--- src/rtl/dfp_pkg.sv ---
// Package for the display frame parser: the queue item type, the parser phase,
// the register indexes and the protocol constants.
// No dependencies. Every module of the parser imports it.
package dfp_pkg;

  // Protocol bytes
  localparam logic [7:0] HDR_FIRST     = 8'h5A;
  localparam logic [7:0] HDR_SECOND    = 8'hA5;
  localparam logic [7:0] CMD_WRITE     = 8'h82;
  localparam logic [7:0] CMD_READ_RESP = 8'h83;
  localparam logic [7:0] MIN_VALUE_LEN = 8'd6;
  localparam logic [7:0] ERR_SAT       = 8'd255;

  // Reset values of the configuration registers
  localparam logic [15:0] TIMEOUT_RESET = 16'd5000;
  localparam logic [7:0]  MIN_LEN_RESET = 8'd3;
  localparam logic [7:0]  MAX_LEN_RESET = 8'd9;

  // Configuration register indexes
  localparam int unsigned CFG_IDX_W = 2;
  localparam logic [CFG_IDX_W-1:0] CFG_TIMEOUT = 2'd0;
  localparam logic [CFG_IDX_W-1:0] CFG_MIN_LEN = 2'd1;
  localparam logic [CFG_IDX_W-1:0] CFG_MAX_LEN = 2'd2;
  localparam int unsigned CFG_DATA_W = 16;

  // Default sizes
  localparam int unsigned BUFFER_BYTES_DEF = 12;
  localparam int unsigned QUEUE_DEPTH_DEF  = 4;

  // One classified request as it travels from the front to the back
  typedef struct packed {
    logic       is_tick;  // idle tick rather than a received byte
    logic       is_hdr1;  // byte is the first header byte
    logic       is_hdr2;  // byte is the second header byte
    logic       is_rw;    // byte is a write or read-response command
    logic [7:0] data;
  } dfp_item_t;

  typedef enum logic [3:0] {
    PH_IDLE  = 4'b0001,
    PH_GOT_H = 4'b0010,
    PH_GOT_L = 4'b0100,
    PH_BODY  = 4'b1000
  } dfp_phase_e;

endpackage

--- src/rtl/dfp_front.sv ---
// Front end of the display frame parser: accepts requests and classifies them.
// Depends on dfp_pkg; feeds dfp_queue.
module dfp_front
  import dfp_pkg::*;
(
  input  logic       in_valid_i,
  output logic       in_stall_o,
  input  logic       cmd_i,
  input  logic [7:0] data_byte_i,
  input  logic       q_full_i,
  output logic       q_push_o,
  output dfp_item_t  q_item_o
);

  assign in_stall_o = q_full_i;
  assign q_push_o   = in_valid_i && !q_full_i;

  always_comb begin
    q_item_o.is_tick = cmd_i;
    q_item_o.is_hdr1 = (data_byte_i == HDR_FIRST);
    q_item_o.is_hdr2 = (data_byte_i == HDR_SECOND);
    q_item_o.is_rw   = (data_byte_i == CMD_WRITE) || (data_byte_i == CMD_READ_RESP);
    q_item_o.data    = data_byte_i;
  end

endmodule

--- src/rtl/dfp_queue.sv ---
// Short request queue between the front and back of the display frame parser.
// Depends on dfp_pkg for the item type.
module dfp_queue
  import dfp_pkg::*;
#(
  parameter int unsigned DEPTH = QUEUE_DEPTH_DEF
) (
  input  logic      clk_i,
  input  logic      rst_ni,
  input  logic      push_i,
  input  dfp_item_t item_i,
  output logic      full_o,
  input  logic      pop_i,
  output logic      empty_o,
  output dfp_item_t item_o
);

  localparam int unsigned PW = (DEPTH > 1) ? $clog2(DEPTH) : 1;
  localparam int unsigned CW = $clog2(DEPTH + 1);

  dfp_item_t         mem_q [DEPTH];
  logic [PW-1:0]     wr_ptr_q, wr_ptr_d;
  logic [PW-1:0]     rd_ptr_q, rd_ptr_d;
  logic [CW-1:0]     count_q, count_d;

  assign full_o  = (count_q == CW'(DEPTH));
  assign empty_o = (count_q == '0);
  assign item_o  = mem_q[rd_ptr_q];

  always_comb begin
    wr_ptr_d = wr_ptr_q;
    rd_ptr_d = rd_ptr_q;
    count_d  = count_q;
    if (push_i) begin
      wr_ptr_d = (wr_ptr_q == PW'(DEPTH - 1)) ? '0 : wr_ptr_q + PW'(1);
    end
    if (pop_i) begin
      rd_ptr_d = (rd_ptr_q == PW'(DEPTH - 1)) ? '0 : rd_ptr_q + PW'(1);
    end
    if (push_i && !pop_i) begin
      count_d = count_q + CW'(1);
    end else if (pop_i && !push_i) begin
      count_d = count_q - CW'(1);
    end
  end

  always_ff @(posedge clk_i) begin
    if (push_i) begin
      mem_q[wr_ptr_q] <= item_i;
    end
  end

  always_ff @(posedge clk_i or negedge rst_ni) begin
    if (!rst_ni) begin
      wr_ptr_q <= '0;
      rd_ptr_q <= '0;
      count_q  <= '0;
    end else begin
      wr_ptr_q <= wr_ptr_d;
      rd_ptr_q <= rd_ptr_d;
      count_q  <= count_d;
    end
  end

endmodule

--- src/rtl/dfp_back.sv ---
// Back end of the display frame parser: the frame state machine, frame store,
// counters, configuration registers and the output register.
// Depends on dfp_pkg; takes requests from dfp_queue.
module dfp_back
  import dfp_pkg::*;
#(
  parameter int unsigned BUFFER_BYTES = BUFFER_BYTES_DEF
) (
  input  logic                  clk_i,
  input  logic                  rst_ni,
  // queue side
  input  logic                  q_empty_i,
  input  dfp_item_t             q_item_i,
  output logic                  q_pop_o,
  // configuration
  input  logic                  cfg_valid_i,
  output logic                  cfg_ready_o,
  input  logic [CFG_IDX_W-1:0]  cfg_index_i,
  input  logic [CFG_DATA_W-1:0] cfg_data_i,
  // results
  output logic                  out_valid_o,
  input  logic                  out_stall_i,
  output logic                  frame_ok_o,
  output logic [15:0]           frame_address_o,
  output logic [15:0]           frame_value_o,
  output logic [7:0]            error_total_o,
  output logic [15:0]           frame_total_o
);

  localparam int unsigned IW   = $clog2(BUFFER_BYTES + 1);
  localparam int unsigned AW   = $clog2(BUFFER_BYTES);
  localparam int unsigned CMPW = ((IW > 8) ? IW : 8) + 1;
  // frame positions, header and length first
  localparam int unsigned POS_CMD     = 3;
  localparam int unsigned POS_ADDR_HI = 4;
  localparam int unsigned POS_ADDR_LO = 5;
  localparam int unsigned POS_VAL_HI  = 7;
  localparam int unsigned POS_VAL_LO  = 8;

  dfp_phase_e      phase_q, phase_d;
  logic [IW-1:0]   idx_q, idx_d;
  logic [7:0]      len_q, len_d;
  logic [15:0]     ticks_q, ticks_d;
  logic [7:0]      err_q, err_d;
  logic [15:0]     good_q, good_d;
  logic            cmd_rw_q, cmd_rw_d;
  logic [7:0]      store_q [BUFFER_BYTES];

  logic [15:0]     timeout_q;
  logic [7:0]      min_len_q, max_len_q;

  logic            out_valid_q;
  logic            ok_q;
  logic [15:0]     addr_q, val_q;

  logic            load;
  logic            store_we;
  logic            clear, err_inc, done, rw_now;
  logic            ok;
  logic [15:0]     addr, val;
  logic [7:0]      b_ahi, b_alo, b_vhi, b_vlo;

  // Advance whenever the output register is free or being taken
  assign load        = !out_valid_q || !out_stall_i;
  assign q_pop_o     = load && !q_empty_i;
  assign cfg_ready_o = 1'b1;

  // Bytes of the frame, taking the current byte where it has not landed yet
  assign b_ahi = (idx_q == IW'(POS_ADDR_HI)) ? q_item_i.data : store_q[POS_ADDR_HI];
  assign b_alo = (idx_q == IW'(POS_ADDR_LO)) ? q_item_i.data : store_q[POS_ADDR_LO];
  assign b_vhi = (idx_q == IW'(POS_VAL_HI))  ? q_item_i.data : store_q[POS_VAL_HI];
  assign b_vlo = (idx_q == IW'(POS_VAL_LO))  ? q_item_i.data : store_q[POS_VAL_LO];
  assign rw_now = (idx_q == IW'(POS_CMD)) ? q_item_i.is_rw : cmd_rw_q;
  assign done   = (CMPW'(idx_q) + CMPW'(1)) >= (CMPW'(len_q) + CMPW'(POS_CMD));

  always_comb begin
    phase_d  = phase_q;
    idx_d    = idx_q;
    len_d    = len_q;
    ticks_d  = ticks_q;
    err_d    = err_q;
    good_d   = good_q;
    cmd_rw_d = cmd_rw_q;
    store_we = 1'b0;
    clear    = 1'b0;
    err_inc  = 1'b0;
    ok       = 1'b0;
    addr     = '0;
    val      = '0;
    if (q_item_i.is_tick) begin
      if (phase_q != PH_IDLE) begin
        if (ticks_q >= timeout_q) begin
          clear   = 1'b1;
          err_inc = 1'b1;
        end else begin
          ticks_d = ticks_q + 16'd1;
        end
      end
    end else begin
      ticks_d = '0;
      case (phase_q)
        PH_IDLE: begin
          if (q_item_i.is_hdr1) begin
            phase_d  = PH_GOT_H;
            idx_d    = IW'(1);
            store_we = 1'b1;
          end
        end
        PH_GOT_H: begin
          if (q_item_i.is_hdr2) begin
            phase_d  = PH_GOT_L;
            idx_d    = idx_q + IW'(1);
            store_we = 1'b1;
          end else if (q_item_i.is_hdr1) begin
            // restart the header on a repeated first byte
            idx_d    = IW'(1);
            store_we = 1'b1;
          end else begin
            clear = 1'b1;
          end
        end
        PH_GOT_L: begin
          len_d    = q_item_i.data;
          idx_d    = idx_q + IW'(1);
          store_we = 1'b1;
          if (q_item_i.data >= min_len_q && q_item_i.data <= max_len_q) begin
            phase_d = PH_BODY;
          end else begin
            clear   = 1'b1;
            err_inc = 1'b1;
          end
        end
        PH_BODY: begin
          if (idx_q >= IW'(BUFFER_BYTES)) begin
            // store full: drop the byte and the frame
            clear   = 1'b1;
            err_inc = 1'b1;
          end else begin
            store_we = 1'b1;
            idx_d    = idx_q + IW'(1);
            if (idx_q == IW'(POS_CMD)) begin
              cmd_rw_d = q_item_i.is_rw;
            end
            if (done) begin
              if (rw_now && len_q >= MIN_VALUE_LEN) begin
                ok     = 1'b1;
                addr   = {b_ahi, b_alo};
                val    = {b_vhi, b_vlo};
                good_d = good_q + 16'd1;
              end
              clear = 1'b1;
            end
          end
        end
        default: begin
          clear = 1'b1;
        end
      endcase
    end
    if (clear) begin
      phase_d = PH_IDLE;
      idx_d   = '0;
      len_d   = '0;
      ticks_d = '0;
    end
    if (err_inc && err_q != ERR_SAT) begin
      err_d = err_q + 8'd1;
    end
  end

  // Frame store: write the current byte at its frame position
  always_ff @(posedge clk_i) begin
    if (q_pop_o && store_we) begin
      if (phase_q == PH_IDLE ||
          (phase_q == PH_GOT_H && q_item_i.is_hdr1 && !q_item_i.is_hdr2)) begin
        store_q[0] <= q_item_i.data;
      end else begin
        store_q[AW'(idx_q)] <= q_item_i.data;
      end
    end
  end

  always_ff @(posedge clk_i) begin
    if (q_pop_o) begin
      cmd_rw_q <= cmd_rw_d;
      ok_q     <= ok;
      addr_q   <= addr;
      val_q    <= val;
    end
  end

  always_ff @(posedge clk_i or negedge rst_ni) begin
    if (!rst_ni) begin
      phase_q     <= PH_IDLE;
      idx_q       <= '0;
      len_q       <= '0;
      ticks_q     <= '0;
      err_q       <= '0;
      good_q      <= '0;
      out_valid_q <= 1'b0;
    end else begin
      if (q_pop_o) begin
        phase_q <= phase_d;
        idx_q   <= idx_d;
        len_q   <= len_d;
        ticks_q <= ticks_d;
        err_q   <= err_d;
        good_q  <= good_d;
      end
      if (load) begin
        out_valid_q <= !q_empty_i;
      end
    end
  end

  always_ff @(posedge clk_i or negedge rst_ni) begin
    if (!rst_ni) begin
      timeout_q <= TIMEOUT_RESET;
      min_len_q <= MIN_LEN_RESET;
      max_len_q <= MAX_LEN_RESET;
    end else if (cfg_valid_i) begin
      case (cfg_index_i)
        CFG_TIMEOUT: timeout_q <= cfg_data_i;
        CFG_MIN_LEN: min_len_q <= cfg_data_i[7:0];
        CFG_MAX_LEN: max_len_q <= cfg_data_i[7:0];
        default: ;
      endcase
    end
  end

  assign out_valid_o     = out_valid_q;
  assign frame_ok_o      = ok_q;
  assign frame_address_o = addr_q;
  assign frame_value_o   = val_q;
  assign error_total_o   = err_q;
  assign frame_total_o   = good_q;

endmodule

--- src/rtl/display_frame_parser.sv ---
// Top level of the display frame parser: front end, request queue and back end.
// Depends on dfp_pkg, dfp_front, dfp_queue and dfp_back.
//
// The parser takes one request per cycle while in_stall_o is low, a received
// serial byte (cmd_i low) or an idle tick (cmd_i high), and returns exactly
// one result per request, in order. It hunts for the header 5A A5, reads a
// length byte that must lie between min_length and max_length, then collects
// that many bytes. A frame whose command byte is 82 (write) or 83 (read
// response) and whose length is six or more yields frame_ok with the address
// from frame bytes four and five and the value from bytes seven and eight,
// big-endian; other frames give frame_ok low with zero address and value.
// Idle ticks in mid-frame count up to timeout_limit; the next one drops the
// frame. Timeouts, bad lengths and store overflow bump the saturating
// error_total; good frames with a value bump the wrapping frame_total. Both
// totals go out with every result. Sustained rate is one request per cycle
// while the output is not stalled; a request goes through the queue and the
// frame state machine and its result is loaded into the output register.
// The queue of QUEUE_DEPTH requests decouples input from output, so
// in_stall_o rises only once the queue has filled behind a stalled output.
// Configuration writes are always taken (cfg_ready_o is tied high); write
// them only while the parser has no request in flight.
module display_frame_parser
  import dfp_pkg::*;
#(
  parameter int unsigned BUFFER_BYTES = BUFFER_BYTES_DEF,
  parameter int unsigned QUEUE_DEPTH  = QUEUE_DEPTH_DEF
) (
  input  logic                  clk_i,
  input  logic                  rst_ni,
  // request channel
  input  logic                  in_valid_i,
  output logic                  in_stall_o,
  input  logic                  cmd_i,
  input  logic [7:0]            data_byte_i,
  // result channel
  output logic                  out_valid_o,
  input  logic                  out_stall_i,
  output logic                  frame_ok_o,
  output logic [15:0]           frame_address_o,
  output logic [15:0]           frame_value_o,
  output logic [7:0]            error_total_o,
  output logic [15:0]           frame_total_o,
  // configuration write channel
  input  logic                  cfg_valid_i,
  output logic                  cfg_ready_o,
  input  logic [CFG_IDX_W-1:0]  cfg_index_i,
  input  logic [CFG_DATA_W-1:0] cfg_data_i
);

  logic      q_full, q_empty, q_push, q_pop;
  dfp_item_t push_item, head_item;

  // Classify each request and hold it back while the queue is full
  dfp_front u_front (
    .in_valid_i  (in_valid_i),
    .in_stall_o  (in_stall_o),
    .cmd_i       (cmd_i),
    .data_byte_i (data_byte_i),
    .q_full_i    (q_full),
    .q_push_o    (q_push),
    .q_item_o    (push_item)
  );

  dfp_queue #(
    .DEPTH (QUEUE_DEPTH)
  ) u_queue (
    .clk_i   (clk_i),
    .rst_ni  (rst_ni),
    .push_i  (q_push),
    .item_i  (push_item),
    .full_o  (q_full),
    .pop_i   (q_pop),
    .empty_o (q_empty),
    .item_o  (head_item)
  );

  // Run the frame state machine on the queue head and drive the results
  dfp_back #(
    .BUFFER_BYTES (BUFFER_BYTES)
  ) u_back (
    .clk_i           (clk_i),
    .rst_ni          (rst_ni),
    .q_empty_i       (q_empty),
    .q_item_i        (head_item),
    .q_pop_o         (q_pop),
    .cfg_valid_i     (cfg_valid_i),
    .cfg_ready_o     (cfg_ready_o),
    .cfg_index_i     (cfg_index_i),
    .cfg_data_i      (cfg_data_i),
    .out_valid_o     (out_valid_o),
    .out_stall_i     (out_stall_i),
    .frame_ok_o      (frame_ok_o),
    .frame_address_o (frame_address_o),
    .frame_value_o   (frame_value_o),
    .error_total_o   (error_total_o),
    .frame_total_o   (frame_total_o)
  );

endmodule

--- config.mk ---
export PLATFORM = sky130hd
export DESIGN_NAME = display_frame_parser
export DESIGN_NICKNAME = d
export VERILOG_FILES = /design/src/rtl/dfp_pkg.sv /design/src/rtl/dfp_front.sv /design/src/rtl/dfp_queue.sv /design/src/rtl/dfp_back.sv /design/src/rtl/display_frame_parser.sv
export SDC_FILE = /design/constraint.sdc
export NUM_CORES = 1
export LEC_CHECK = 0
export ABC_AREA = 1
export BUFFER_PORTS_ARGS = -buffer_cell sky130_fd_sc_hd__clkbuf_2
export CELL_PAD_IN_SITES_DETAIL_PLACEMENT = 1
export CELL_PAD_IN_SITES_GLOBAL_PLACEMENT = 1
export CORE_MARGIN = 5
export CORE_UTILIZATION = 30
export CTS_CLUSTER_SIZE = 10
export DETAILED_ROUTE_END_ITERATION = 7
export GPL_TIMING_DRIVEN = 0
export PLACE_DENSITY = 0.54
export SLEW_MARGIN = 20
export SYNTH_ARGS = -nofsm -noshare
export SYNTH_HDL_FRONTEND = slang
export SYNTH_SLANG_ARGS = --single-unit
export TNS_END_PERCENT = 5
--- constraint.sdc ---
create_clock -name clk_i -period 3.5 [get_ports clk_i]
set_clock_uncertainty 0.1 [all_clocks]
set_input_delay 0.175 -clock clk_i [delete_from_list [all_inputs] [get_ports clk_i]]
set_output_delay 0.175 -clock clk_i [all_outputs]
set_load 0.05 [all_outputs]
## Yosys cells after proc, flatten, opt, wreduce, memory -nomap -nowiden

Memory sizes are Yosys's and may differ from the RTL's. A register that Yosys moved wholly into a read port is not among the register bits.
Cells that the tools add are included.

| operators by class | value |
|---|---|
| mux-type cells | 53 |
| bitwise operators | 5 |
| equal/unequal tests | 23 |
| order comparisons | 6 |
| $add $sub $neg | 10 |
| reductions and logical operators | 39 |

Operators by type and width:

| cell | count |
|---|---|
| 16-bit 2-to-1 mux | 4 |
| 4-bit 2-to-1 mux | 11 |
| 16-bit by 1-bit adder with 16-bit output, second input constant | 2 |
| 8-bit 2-to-1 mux | 4 |
| 1-bit 2-to-1 mux | 25 |
| 8-bit == test, second input constant | 3 |
| 16-bit >= comparator | 1 |
| 4-bit one-hot mux with 4 select lines | 1 |
| 3-bit by 1-bit inequality test with 1-bit output, second input constant | 4 |
| 4-bit one-hot mux with 3 select lines | 1 |
| 6-bit AND reduction | 2 |
| 1-bit logical AND | 10 |
| 8-bit by 2-bit adder with 9-bit output, second input constant | 1 |
| 9-bit >= comparator | 1 |
| 8-bit by 1-bit adder with 8-bit output, second input constant | 1 |
| 4-bit by 2-bit == test with 1-bit output, second input constant | 2 |
| 8-bit by 7-bit == test with 1-bit output, second input constant | 1 |
| 8-bit by 3-bit >= comparator with 1-bit output, second input constant | 1 |
| 8-bit >= comparator | 1 |
| 8-bit less-or-equal comparator | 1 |
| 8-bit inequality test, second input constant | 1 |
| 1-bit one-hot mux with 4 select lines | 2 |
| 2-bit AND reduction | 4 |
| 4-bit AND reduction | 2 |
| other kinds (30) | 50 |

| word-level totals | value |
|---|---|
| memories kept | 2 |
| bits in registers | 98 |
| bits of input ports | 32 |
| logic and storage cells | 153 |
| RAM bits | 144 |
| output and inout bits | 60 |

Memories:

| name | words | bits a word | read ports | clocked after memory_dff | wr ports | RTL line | RTL |
|---|---|---|---|---|---|---|---|
| u_back.store_q | 12 | 8 | 4 | 4 | 1 | dfp_back.sv:47 | `logic [7:0] store_q [BUFFER_BYTES];` |
| u_queue.mem_q | 4 | 12 | 1 | 0 | 1 | dfp_queue.sv:21 | `dfp_item_t mem_q [DEPTH];` |

## Depth between registers and ports, before layout

An unclocked memory read counts as a cell.

| depth | value |
|---|---|
| word-level depth | 10 |
| gate-level depth with buffers | 24 |
| gate-level depth less buffers | 21 |

## Modules after synthesis

A second synthesis with hierarchy kept.

| unflattened totals | value |
|---|---|
| cell total of the unflattened synthesis | 1084 |
| area total of the unflattened synthesis | 10466.3 um^2 |

Modules (own cells, without submodules):

| module | sequential area each (um^2) | cells each | times used | area an instance (um^2) |
|---|---|---|---|---|
| dfp_back | 4221.5 | 857 | 1 | 7915.1 |
| dfp_queue | 1616.6 | 192 | 1 | 2379.8 |
| dfp_front | 0.0 | 35 | 1 | 171.4 |

## Least setup slack after synthesis

OpenSTA, ideal clock, no wires.

| path | value |
|---|---|
| path kind | flip-flop to flip-flop |
| start | register u_queue.count_q[0] |
| end | register u_queue.count_q[1] |
| library setup time | 125 ps |
| path buffers | 0 |
| setup slack | 410 ps |
| period minus slack after synthesis | 3090 ps |
| cell stages (with the launch flop) | 7 |
| data required time | 3275 ps |
| data arrival time | 2865 ps |
| cell sequence | dfrtp_1 nor3_1 nor2_1 ha_1 inv_1 fa_1 mux2_2 |

| between the ends | value |
|---|---|
| elaborated cells on any way between the ends | 15 |
| classes of those cells | add/sub: 2; eq/ne: 1; mux: 2; reduce/logical: 10 |

RTL lines:

| item | RTL line | RTL |
|---|---|---|
| start: declaration | dfp_queue.sv:24 | `logic [CW-1:0] count_q, count_d;` |
| start signal: assignment | dfp_queue.sv:61 | `count_q <= count_d;` |
| 3-bit == test | dfp_queue.sv:26 | `assign full_o = (count_q == CW'(DEPTH));` |
| named net in_stall_o | display_frame_parser.sv:32 | `output logic in_stall_o,` |
| 1-bit logical NOT | dfp_front.sv:16 | `assign q_push_o = in_valid_i && !q_full_i;` |
| 1-bit logical AND | dfp_front.sv:16 |  |
| named net q_push | display_frame_parser.sv:50 | `logic q_full, q_empty, q_push, q_pop;` |
| 1-bit logical AND | dfp_queue.sv:40 | `if (push_i && !pop_i) begin` |
| 3-bit 2-to-1 mux | dfp_queue.sv:40 |  |
| named net u_queue.count_d[1] | dfp_queue.sv:24 |  |

The timed path passes the listed nets, and every way through them passes these cells. The select of a mux whose other input is x is not followed.
A chain may end at the register's enable or synchronous reset.

==> impl_metrics.env <==
export IMPL_synth_most_common_cell="nand2_1"
export IMPL_n_antenna_cell=0
export IMPL_antenna_found_initial=1
export IMPL_critical_path_class="flop to flop"
export IMPL_htreeDepth=1
export IMPL_grt_pass1_vias=7947
export IMPL_drtAntennaViolNets=0
export IMPL_syn_cell_area_mm2=0.0102
export IMPL_die_width_um=195
export IMPL_gp_congestion=0.747
export IMPL_hold_viol=0
export IMPL_ys_seq_area_frac=0.571
export IMPL_cap_violations=0
export IMPL_powerDensity_mw_per_mm2=826
export IMPL_vias=7574
export IMPL_port_buffers=90
export IMPL_clk_pin_slew_ps=60
export IMPL_drt_iter0_markers=245
export IMPL_maxSlewHeadroom=0.414
export IMPL_synthArstFlopShare=0.457
export IMPL_yosys_register_bits=210
export IMPL_wl_per_cell_um=15.0
export IMPL_outcome="finished clean"
export IMPL_syn2layout_area_growth_pct=23.5
export IMPL_syn_nets=1145
export IMPL_grt_pass1_wl_um=42300
export IMPL_fmax_mhz=318
export IMPL_synth_edff_count=114
export IMPL_end_kind="flop"
export IMPL_avgViaCountPerCell=4.48
export IMPL_max_slew_worst_pin_slew_ps=878
export IMPL_arrival_ps=3500
export IMPL_drc=0
export IMPL_max_clock_path_buffers=3
export IMPL_synth_top_area_cell="edfxtp_1"
export IMPL_core_area_mm2=0.0336
export IMPL_setup_violations=0
export IMPL_drive_gt1_frac=0.174
export IMPL_start_util=0.304
export IMPL_die_area_mm2=0.0379
export IMPL_clockRootBuffer="clkbuf_16"
export IMPL_clk_latency_ps=530
export IMPL_crit_path_max_fanout=10
export IMPL_yosysWarnings=0
export IMPL_synth_top_cells_by_area="edfxtp_1 33%, dfrtp_1 21%, nand2_1 8.3%, ha_1 6.0%, inv_1 5.5%"
export IMPL_yosysUniqueCellTypes=50
export IMPL_ios=92
export IMPL_min_from="cfg_valid_i"
export IMPL_whs_ps=28.1
export IMPL_synth_top_cell_area_share=0.335
export IMPL_cp_required_ps=3850
export IMPL_grt_setup_unrepaired="no"
export IMPL_min_period_over_period=0.900
export IMPL_synthFlopType="edfxtp_1"
export IMPL_multi_input_area_mm2=0.00382
export IMPL_vdd_drop_max_mv=0.500
export IMPL_dp_hpwl_um=18000
export IMPL_slew_viol_final=0
export IMPL_synth_area_per_cell_um2=9.62
export IMPL_synth_common_cells="227 x nand2_1, 151 x inv_1, 115 x nor2_1"
export IMPL_hold_class="input port to flop"
export IMPL_drt_wl_total_um=25400
export IMPL_dieHeight_um=195
export IMPL_track_usage=0.134
export IMPL_period_minus_slack_ps=3150
export IMPL_cts_sinks=210
export IMPL_syn_inst=1063
export IMPL_r2r_start="u_queue.rd_ptr_q[0]"
export IMPL_num_nets_final=1306
export IMPL_rows=67
export IMPL_leakage_nw=5.78
export IMPL_cts_buffers=26
export IMPL_grt_overflow_total=0
export IMPL_regArea_mm2=0.00584
export IMPL_grt_max_degree=50
export IMPL_crit_start="u_queue.rd_ptr_q[0]"
export IMPL_finalSetupTns_ps=0
export IMPL_p_total_mw=10.4
export IMPL_first_pass_iters=4
export IMPL_worst_setup_path_start_kind="flop"
export IMPL_fill_cells=3846
export IMPL_cts_tree="done"
-- where the power goes --
group	switching (mW)	leakage [nW]	total (mW)	internal [mW]
logic	3.09	3.14	4.44	1.35
registers	0.278	2.26	3.52	3.24
clock network	1.02	0.374	2.47	1.45
-- logic make-up (layout without fill, tap and decap cells) --
| group | Yosys count | count (layout) | synth area share |
|---|---|---|---|
| AND/OR/NAND/NOR | 460 | 460 | 0.197 |
| XOR/XNOR | 36 | 36 | 0.0308 |
| flip-flops | 210 | 210 | 0.571 |
| AO/OA/AOI/OAI | 125 | 125 | 0.0669 |
| buffers and inverters | 180 | 361 | 0.0706 |
| adder cells (fa/ha/maj) | 50 | 50 | 0.0619 |
| multiplexers | 1 | 1 | 0.00110 |
| other | 1 | 1 | 0.000367 |
-- cell usage in the layout (no fill, tap or decap), types with 30 or more instances in the layout --
master,n
ha_1,49
dlygate4sd3_1,30
clkbuf_2,89
nand3_1,47
edfxtp_1,114
nor2_1,108
inv_1,150
xor2_1,31
nand2_1,227
dfrtp_1,86
o21ai_0,63
-- what timing repair did --
item,CTS,global route
endpoints found under the setup margin,40,31
gates resized for setup,16,18
hold buffers,30,0
buffers inserted,4,9
pin swaps,4,4
endpoints found under the hold margin,167,0
-- critical path, stage by stage (launching register included) --
cell	delay, ps
dfrtp_1	390
buf_6	150
buf_4	170
clkbuf_4	210
o21ai_1	240
o22ai_4	130
ha_1	300
nand2_1	40
nor2_1	180
nand2_1	80
nand2_1	60
nand2_1	50
nand2_1	90
nand2_1	100
nand3_1	90
nand2_1	130
nor2_4	190
clkbuf_4	220
xor2_1	150
-- layout make-up --
class,count,share of cell area
tap,448,0.0444
inverter,159,0.0479
clock inverter,6,0.00188
sequential,210,0.462
timing repair buffer,135,0.0716
clock buffer,42,0.0596
buffer,19,0.00971
multi-input combinational,673,0.303
-- through the flow --
stage	setup slack, ps	util	std cells	instance area, um2
final	352	0.376	1692	12600
after CTS	7.58	0.372	1684	12500
after detailed placement	-687	0.337	1603	11300
after floorplan	410	-	1063	10200
after global routing	33.9	0.376	1692	12600
after global placement	-1030	0.334	1601	11200
-- registers in the layout (all words and copies together), names as in the netlist, 16 cells and up --
signal / cells
u_back.store_q: 32
u_queue.mem_q: 48
u_back.frame_total_o: 16
u_back.ticks_q: 16
frame_address_o: 16
u_back.timeout_q: 16
-- per-layer routing --
layer | GRT usage | vias to the layer above | routed length, um
li1 | - | 3802 | -
met3 | 0.0208 | 33 | 925
met4 | 0.0294 | 0 | 538
met2 | 0.233 | 97 | 12300
met1 | 0.179 | 3642 | 11700
met5 | 0 | - | 0
-- path summary, 6_finish.rpt --
| kind | to | slack [ps] | cells past startpoint |
|---|---|---|---|
| worst min register to register | u_back.len_q[7] | 380 | 2 |
| min in group asynchronous | u_back.timeout_q[10] | 60 | 2 |
| max in group asynchronous | u_back.max_len_q[0] | 2570 | 3 |
| worst max register to register | u_back.error_total_o[0] | 350 | 18 |
| worst min-delay path | u_back.max_len_q[0] | 30 | 4 |
| worst max-delay path | u_back.error_total_o[0] | 350 | 18 |
(Power assumes the default switching activity.)
